--- src/rtl/core/mmae_pkg.sv ---
`default_nettype none
// ----------------------------------------------------------------------------
// mmae_pkg
// shared widths, opcodes, status codes and alu command types of the
// memory-to-memory alu executor
// ----------------------------------------------------------------------------
package mmae_pkg;

   localparam int unsigned OPCODE_W   = 5;
   localparam int unsigned ADDR_W     = 10;
   localparam int unsigned DATA_W     = 32;
   localparam int unsigned STATUS_W   = 3;
   localparam int unsigned WIU_W      = 11;
   localparam int unsigned CSR_ADDR_W = 3;
   localparam int unsigned CSR_DATA_W = 32;
   localparam int unsigned STEP_W     = 5;

   localparam logic [WIU_W-1:0] WIU_RESET = 11'd1024;

   // register index carried by csr_paddr[2]
   localparam logic CSR_IDX_WORDS_IN_USE = 1'b0;

   localparam logic [OPCODE_W-1:0] OP_PAD   = 5'd0;
   localparam logic [OPCODE_W-1:0] OP_ADD_C = 5'd1;
   localparam logic [OPCODE_W-1:0] OP_ADD_M = 5'd2;
   localparam logic [OPCODE_W-1:0] OP_SUB_C = 5'd3;
   localparam logic [OPCODE_W-1:0] OP_SUB_M = 5'd4;
   localparam logic [OPCODE_W-1:0] OP_MUL_C = 5'd5;
   localparam logic [OPCODE_W-1:0] OP_MUL_M = 5'd6;
   localparam logic [OPCODE_W-1:0] OP_DIV_C = 5'd7;
   localparam logic [OPCODE_W-1:0] OP_DIV_M = 5'd8;
   localparam logic [OPCODE_W-1:0] OP_MOD_C = 5'd9;
   localparam logic [OPCODE_W-1:0] OP_MOD_M = 5'd10;
   localparam logic [OPCODE_W-1:0] OP_MOV_C = 5'd11;
   localparam logic [OPCODE_W-1:0] OP_MOV_M = 5'd12;
   localparam logic [OPCODE_W-1:0] OP_EQ_C  = 5'd13;
   localparam logic [OPCODE_W-1:0] OP_EQ_M  = 5'd14;
   localparam logic [OPCODE_W-1:0] OP_JMP   = 5'd15;
   localparam logic [OPCODE_W-1:0] OP_JZ    = 5'd16;
   localparam logic [OPCODE_W-1:0] OP_JNZ   = 5'd17;
   localparam logic [OPCODE_W-1:0] OP_JEQ   = 5'd18;
   localparam logic [OPCODE_W-1:0] OP_PRINT = 5'd19;
   localparam logic [OPCODE_W-1:0] OP_EXIT  = 5'd20;

   typedef enum logic [STATUS_W-1:0] {
      ST_DONE  = 3'd0,
      ST_PRINT = 3'd1,
      ST_JUMP  = 3'd2,
      ST_EXIT  = 3'd3,
      ST_DIVZ  = 3'd4,
      ST_RANGE = 3'd5
   } status_type;

   typedef enum logic [2:0] {
      FN_ADD,
      FN_SUB,
      FN_MUL,
      FN_DIV,
      FN_MOD,
      FN_MOV,
      FN_EQ
   } alu_func_type;

   typedef struct packed {
      logic         start;
      alu_func_type func;
   } alu_cmd_type;

   typedef struct packed {
      logic done;
      logic div_zero;
   } alu_sts_type;

endpackage
`default_nettype wire

--- src/rtl/core/mmae_alu.sv ---
`default_nettype none
// ----------------------------------------------------------------------------
// mmae_alu
// shared arithmetic unit: registered add, sub, mul, move and compare,
// restoring divider at one quotient bit per cycle for div and mod
// ----------------------------------------------------------------------------
module mmae_alu (
   input  wire logic                        clock,
   input  wire logic                        reset,
   input  wire mmae_pkg::alu_cmd_type       cmd,
   input  wire logic [mmae_pkg::DATA_W-1:0] a,
   input  wire logic [mmae_pkg::DATA_W-1:0] b,
   output mmae_pkg::alu_sts_type            sts,
   output logic      [mmae_pkg::DATA_W-1:0] result
);

   typedef enum logic [0:0] {
      A_IDLE,
      A_DIV
   } alu_state_type;

   alu_state_type                     state_ff, state_in;
   logic                              done_ff, done_in;
   logic                              dz_ff, dz_in;
   logic                              mod_ff, mod_in;
   logic [mmae_pkg::STEP_W-1:0]       cnt_ff, cnt_in;
   logic [mmae_pkg::DATA_W-1:0]       result_ff, result_in;
   logic [mmae_pkg::DATA_W-1:0]       quo_ff, quo_in;
   logic [mmae_pkg::DATA_W-1:0]       rem_ff, rem_in;
   logic [mmae_pkg::DATA_W-1:0]       dvs_ff, dvs_in;
   logic [mmae_pkg::DATA_W:0]         trial;
   logic [mmae_pkg::DATA_W-1:0]       step_rem;
   logic [mmae_pkg::DATA_W-1:0]       step_quo;

   assign trial    = {rem_ff, quo_ff[mmae_pkg::DATA_W-1]} - {1'b0, dvs_ff};
   assign step_rem = trial[mmae_pkg::DATA_W]
                   ? {rem_ff[mmae_pkg::DATA_W-2:0], quo_ff[mmae_pkg::DATA_W-1]}
                   : trial[mmae_pkg::DATA_W-1:0];
   assign step_quo = {quo_ff[mmae_pkg::DATA_W-2:0], ~trial[mmae_pkg::DATA_W]};

   always_comb begin
      state_in  = state_ff;
      done_in   = 1'b0;
      dz_in     = dz_ff;
      mod_in    = mod_ff;
      cnt_in    = cnt_ff;
      result_in = result_ff;
      quo_in    = quo_ff;
      rem_in    = rem_ff;
      dvs_in    = dvs_ff;
      case (state_ff)
         A_IDLE: begin
            if (cmd.start) begin
               dz_in = 1'b0;
               case (cmd.func)
                  mmae_pkg::FN_ADD: begin
                     result_in = a + b;
                     done_in   = 1'b1;
                  end
                  mmae_pkg::FN_SUB: begin
                     result_in = a - b;
                     done_in   = 1'b1;
                  end
                  mmae_pkg::FN_MUL: begin
                     result_in = a * b;
                     done_in   = 1'b1;
                  end
                  mmae_pkg::FN_DIV, mmae_pkg::FN_MOD: begin
                     if (b == '0) begin
                        dz_in   = 1'b1;
                        done_in = 1'b1;
                     end else begin
                        state_in = A_DIV;
                        quo_in   = a;
                        rem_in   = '0;
                        dvs_in   = b;
                        cnt_in   = '0;
                        mod_in   = (cmd.func == mmae_pkg::FN_MOD);
                     end
                  end
                  mmae_pkg::FN_EQ: begin
                     result_in = {{(mmae_pkg::DATA_W-1){1'b0}}, (a == b)};
                     done_in   = 1'b1;
                  end
                  default: begin
                     result_in = b;
                     done_in   = 1'b1;
                  end
               endcase
            end
         end
         A_DIV: begin
            quo_in = step_quo;
            rem_in = step_rem;
            cnt_in = cnt_ff + 1'b1;
            if (cnt_ff == mmae_pkg::STEP_W'(mmae_pkg::DATA_W - 1)) begin
               state_in  = A_IDLE;
               done_in   = 1'b1;
               result_in = mod_ff ? step_rem : step_quo;
            end
         end
         default: begin
            state_in = A_IDLE;
         end
      endcase
   end

   always_ff @(posedge clock) begin
      dz_ff     <= dz_in;
      mod_ff    <= mod_in;
      cnt_ff    <= cnt_in;
      result_ff <= result_in;
      quo_ff    <= quo_in;
      rem_ff    <= rem_in;
      dvs_ff    <= dvs_in;
      if (reset) begin
         state_ff <= A_IDLE;
         done_ff  <= 1'b0;
      end else begin
         state_ff <= state_in;
         done_ff  <= done_in;
      end
   end

   assign sts.done     = done_ff;
   assign sts.div_zero = dz_ff;
   assign result       = result_ff;

endmodule
`default_nettype wire

--- config.mk ---
export PLATFORM = sky130hd
export DESIGN_NAME = mmae_alu
export DESIGN_NICKNAME = d
export VERILOG_FILES = /design/src/rtl/core/mmae_pkg.sv /design/src/rtl/core/mmae_alu.sv
export SDC_FILE = /design/constraint.sdc
export NUM_CORES = 2
export LEC_CHECK = 0
export BUFFER_PORTS_ARGS = -buffer_cell sky130_fd_sc_hd__buf_2
export CORE_AREA = 2 2 202 254
export CTS_BUF_LIST = sky130_fd_sc_hd__clkbuf_2
export DETAILED_ROUTE_END_ITERATION = 7
export DIE_AREA = 0 0 204 256
export GPL_TIMING_DRIVEN = 1
export MAX_ROUTING_LAYER = met4
export PLACE_DENSITY = 0.72
export SETUP_SLACK_MARGIN = 0.5
export SLEW_MARGIN = 25
export SYNTH_ARGS = -nofsm -noshare
export SYNTH_HDL_FRONTEND = slang
export SYNTH_SLANG_ARGS = --single-unit
--- constraint.sdc ---
create_clock -name clock -period 13.7 [get_ports clock]
set_clock_uncertainty 0.15 [all_clocks]
set_input_delay 2.74 -clock clock [delete_from_list [all_inputs] [get_ports clock]]
set_output_delay 2.74 -clock clock [all_outputs]
set_load 0.05 [all_outputs]
Yosys cells after proc, flatten, opt, wreduce, memory -nomap -nowiden
Index checks and enable logic that the tools add are counted.
{ "word_totals": {"inputBits": 70, "ff_bits": 137} }
{ "classes": {"reduce_logical": 7, "n_addsub": 4, "n_eq_ne": 12, "n_mux": 28, "multipliers": 1, "n_bitwise": 3} }
{ "op_table": {"columns": ["cell", "count"], "rows": [
  ["$mux W32", 10],
  ["$pmux W32 S2", 3],
  ["$pmux W32 S5", 1],
  ["$sub A33 B32 Y33", 1],
  ["$add A32 B32 Y32", 1],
  ["$eq A32 B32 Y1", 1],
  ["$logic_not A32 Y1", 1],
  ["$mul A32 B32 Y32", 1],
  ["$sub A32 B32 Y32", 1],
  ["$mux W5", 3],
  ["$pmux W5 S2", 1],
  ["$mux W1", 8],
  ["$eq A3 B2 Y1 const B", 2],
  ["$eq A3 B3 Y1 const B", 2],
  ["$ne A2 B2 Y1 const B", 3],
  ["$reduce_and A3 Y1", 2],
  ["$add A5 B1 Y5 const B", 1],
  ["$eq A5 B5 Y1 const B", 1],
  ["$ne A2 B1 Y1 const B", 2],
  ["$pmux W1 S2", 2],
  ["$reduce_and A4 Y1", 1],
  ["$eq A3 B1 Y1 const B", 1],
  ["$logic_not A3 Y1", 1],
  ["$not A1 Y1", 3],
  ["other kinds (2)", 2]
]} }

Longest topological paths before layout
{ "depth": {"depth_word": 5, "ltp_mapped": 29, "ltp_nobuf": 27} }

Worst setup path after synthesis
No wires, ideal clock.
{ "synth_timing": {"path_type": "input-to-reg", "from": "input b[6] (netlist name)", "to": "register result_ff, in the netlist result[31], data pin", "path_stages": 27, "setup_slack_ns": 3.878, "required_ns": 13.289, "arrival_time_ns": 9.411, "path_cell_list": "clkbuf_1 -> clkbuf_1 -> and2_1 -> fa_1 -> fa_1 -> fa_1 -> inv_1 -> fa_1 -> inv_1 -> fa_1 -> inv_1 -> fa_1 -> inv_1 -> fa_1 -> fa_1 -> ha_1 -> a21oi_1 -> o21ai_0 -> a21oi_1 -> nor2b_1 -> a2111o_1 -> o211ai_2 -> a21boi_2 -> o41ai_4 -> xnor2_1 -> o32ai_2 -> a221o_1"} }
{ "synth_between": {"elab_chain_len": 4} }
{ "synth_lines": {"columns": ["item", "line", "source"], "rows": [
  ["start, declared", "mmae_alu.sv:12", "input wire logic [mmae_pkg::DATA_W-1:0] b,"],
  ["$mul A32 B32 Y32, or another cell as far along", "mmae_alu.sv:65", "result_in = a * b;"],
  ["$pmux W32 S5 (*)", "mmae_alu.sv:55", "case (cmd.func)"],
  ["$mux W32 (*)", "mmae_alu.sv:53", "if (cmd.start) begin"],
  ["$pmux W32 S2 (*)", "mmae_alu.sv:51", "case (state_ff)"],
  ["net result_in (one bit)", "mmae_alu.sv:27", "logic [mmae_pkg::DATA_W-1:0] result_ff, result_in;"],
  ["end signal, assigned", "mmae_alu.sv:112", "result_ff <= result_in;"],
  ["end, declared", "mmae_alu.sv:27", null]
]} }
The timed path passes the listed nets; every way through them passes the cells marked *. The select of a mux whose other input is x is not followed.
A chain may end at the register's enable or synchronous reset.

Final worst setup path
{ "layout_timing": {"from": "input a[9] (netlist name)", "to": "register result_ff, in the netlist result[24], data pin"} }
{ "layout_between": {"elab_chain_len": 4} }
{ "layout_lines": {"columns": ["item", "line", "source"], "rows": [
  ["start, declared", "mmae_alu.sv:11", "input wire logic [mmae_pkg::DATA_W-1:0] a,"],
  ["$mul A32 B32 Y32, or another cell as far along", "mmae_alu.sv:65", null],
  ["$pmux W32 S5 (*)", "mmae_alu.sv:55", null],
  ["$mux W32 (*)", "mmae_alu.sv:53", null],
  ["$pmux W32 S2 (*)", "mmae_alu.sv:51", null],
  ["net result_in (one bit)", "mmae_alu.sv:27", null]
]} }
Marks and branches as above.

==> reports/results.tsv <==
stage	metric	value	unit
worst_hold_path	Min-Delay Path Class	reg2reg	
cts	# clock sinks	137	
setup_path	family with the most delay on the worst path	adder cells	
sta	post-route minimum period	9720	ps
setup_path	slowest cell on the critical path	fa_1	
routing	vias	22100	
setup_path	cell mode on critical path	fa_1	
setup_path	WS Path Type	in2reg	
cells_and_area	Area Growth Syn to Fin	4.18	%
place	area post-placement	28100	um^2
yosys	cell count after synthesis	2971	
place	PortBufs	103	
setup_path	cells along the critical path	buf_2 > ha_1 > inv_1 > fa_1 > inv_1 > fa_1 > fa_1 > inv_1 > fa_1 > inv_1 > fa_1 > fa_1 > fa_1 > fa_1 > ha_1 > a21o_1 > a21oi_1 > nor2b_1 > a311o_1 > a21o_1 > a21oi_1 > xnor2_1 > a221oi_1 > o211ai_1	
cells_and_area	most frequent cells in the layout	inv_1 (478), fa_1 (411), nand2_1 (301)	
die	Core Region	50000	um^2
job	max cap viols	0	
routing	Starting DRT DRC Count	1994	
routing	# DRC	0	
cells_and_area	Non-Filler Instances	3634	
place	DP Cell Count	3598	
cts	Post-CTS Resized	0	
yosys	register bit total from synthesis	137	
sta	RSZ-0062 raised after global routing	false	
die	Ports	104	
sta	Hold Vio Cnt, Final	0	
die	chip height	256	um
yosys	number of distinct library cells after synthesis	103	
sta	pins over their slew limit	0	
setup_path	WP data required	14090	ps
sta	Hold WS	452	ps
yosys	Synthesis Warnings	0	
yosys	Primary FF master, synth	edfxtp_1	
cells_and_area	final net count	3659	
setup_path	CP Capture Type	register	
die	Die X-Extent	204	um
yosys	Mapped Nets	3671	
run_status	outcome	completed	
sta	setup TNS	0	ps
setup_path	CP bufs+invs	5	
cts	CTS H-Tree Depth	4	
global_route	initial antenna violation count	2	
global_route	Global Route Usage Sum	36.7	%
cells_and_area	share of cells above drive strength 1	7.87	%
yosys	synthesized cell area	27200	um^2
setup_path	Worst setup SP type	input port	
sta	worst-margin pin slew	1050	ps
yosys	fraction of registers with async set/reset	0	%
sta	Final setup viols	0	
cts	CTS max path bufs	2	
routing	DR WL/cell	24.9	um
yosys	Post-synth EDFFs	135	
die	Rows	92	
sta	final period utilization	70.9	%
yosys	Syn Area/Cell	9.16	um^2
sta	f_max	0.103	GHz
die	Initial Util	54.5	%
setup_path	crit path max fanout	25	
global_route	first-pass GRT wire length	140	mm
cells_and_area	fin area	28300	um^2
cts	Post-CTS Setup Inserts	0	
routing	Routed Wire Length	90.6	mm
routing	post-route ant nets	0	
routing	drt pass-1 iters	6	
setup_path	Worst path max stage delay	580	ps
die	Die ar.	52200	um^2
global_route	vias in the first global route	23600	
cts	Clock Latency Late Sink	830	ps
cts	clk root buf	clkbuf_2	
place	post-DP HPWL	68.4	mm
cts	CTS buffer count	17	
sta	worst rel slew slack	30.1	%
cts	clk slew on worst S/H paths	260	ps
global_route	largest net degree at the start of global routing	92	
place	GP Congestion	0.996	
global_route	grt total ovfl	0	
cts	Post-CTS Hold Buffers	0	
cells_and_area	FILL cells	4545	
setup_path	WP data arrival	10110	ps
cells_and_area	leading cell type in the layout, fill and taps excluded	inv_1	
routing	Avg Vias per Cell	6.08	
cts	CTS tree	yes	
yosys	sequential area share after synthesis	15.0	%
==> stage by stage <==
stage | utilization (%) | setup WS (ps)
4_1_cts | 56.7 | 4110
2_1_floorplan | - | 3880
6_report | 56.7 | 3980
5_1_grt | 56.7 | 3810
3_3_place_gp | 56.2 | 3270
3_5_place_dp | 56.2 | 3230
==> metal layers <==
| layer | vias to the layer above | wire length (um) | GRT usage (%) |
|---|---|---|---|
| li1 | 9547 | - | - |
| met1 | 11100 | 34700 | 45.7 |
| met2 | 1133 | 44000 | 60.3 |
| met3 | 279 | 7490 | 4.56 |
| met4 | 0 | 4440 | 15.8 |
| met5 | - | 0 | - |
==> Yosys cell counts, drive strengths merged, types with 6 or more instances <==
cell	count	area [um^2]
buf	36	191
a222oi	8	80.1
a31oi	19	134
a221oi	12	105
nand3	21	105
or3	8	50.1
and2	290	1810
o21bai	12	90.1
o31ai	9	105
o21a	21	158
nor2b	40	258
a21o	42	315
edfxtp	135	4050
a2111oi	6	90.1
xnor2	113	1010
nand2	301	1130
ha	219	2740
o211ai	29	233
nor2	126	473
mux2i	24	240
inv	479	1800
mux2	33	372
a21oi	120	619
nor3	30	155
nand4	12	75.1
nand2b	25	156
clkbuf	120	452
o22ai	14	87.6
nor4	15	106
a211oi	16	125
xor2	40	350
fa	411	8230
o21ai	104	524
==> kinds of logic (layout without fill, tap and decap cells) <==
kind of cell / after synthesis / after routing / synth area share (%)
simple gates: 889 / 889 / 16.5
buf+inv: 637 / 638 / 9.00
fa+ha+maj: 630 / 630 / 40.3
compound gates: 468 / 468 / 11.9
xor+xnor: 153 / 153 / 5.00
flops: 137 / 137 / 15.0
mux: 57 / 57 / 2.25
other cells: 0 / 4 / 0
==> flip-flops by register name, indices dropped and copies added (netlist names) <==
signal,count
cnt_ff,5
done_ff,1
dvs_ff,32
dz_ff,1
mod_ff,1
quo_ff,32
rem_ff,32
result,32
state_ff,1
==> path summary, 6_finish.rpt <==
path              start    endpoint  slack, ps  cells past startpoint
max                a[9]  result[24]       3980                     24
max reg2reg  quo_ff[31]  result[12]       9150                     15
min          quo_ff[19]  quo_ff[20]        450                      1
min reg2reg  quo_ff[19]  quo_ff[20]        450                      1
==> area by class of cell <==
| cell class | count | area (um^2) | share of cell area, % |
|---|---|---|---|
| repair buffers | 125 | 681 | 2.40 |
| flip-flops and latches | 137 | 4100 | 14.5 |
| multi-input cells | 2197 | 20700 | 73.0 |
| well taps | 658 | 823 | 2.91 |
| clock inverters | 15 | 150 | 0.530 |
| diodes | 4 | 10.0 | 0.0353 |
| clock buffers | 17 | 85.1 | 0.300 |
| inverters | 481 | 1810 | 6.37 |
Power is left out: the tool's default activity adds up to more than one toggle a clock period on the data nets, which glitch-free logic cannot reach.
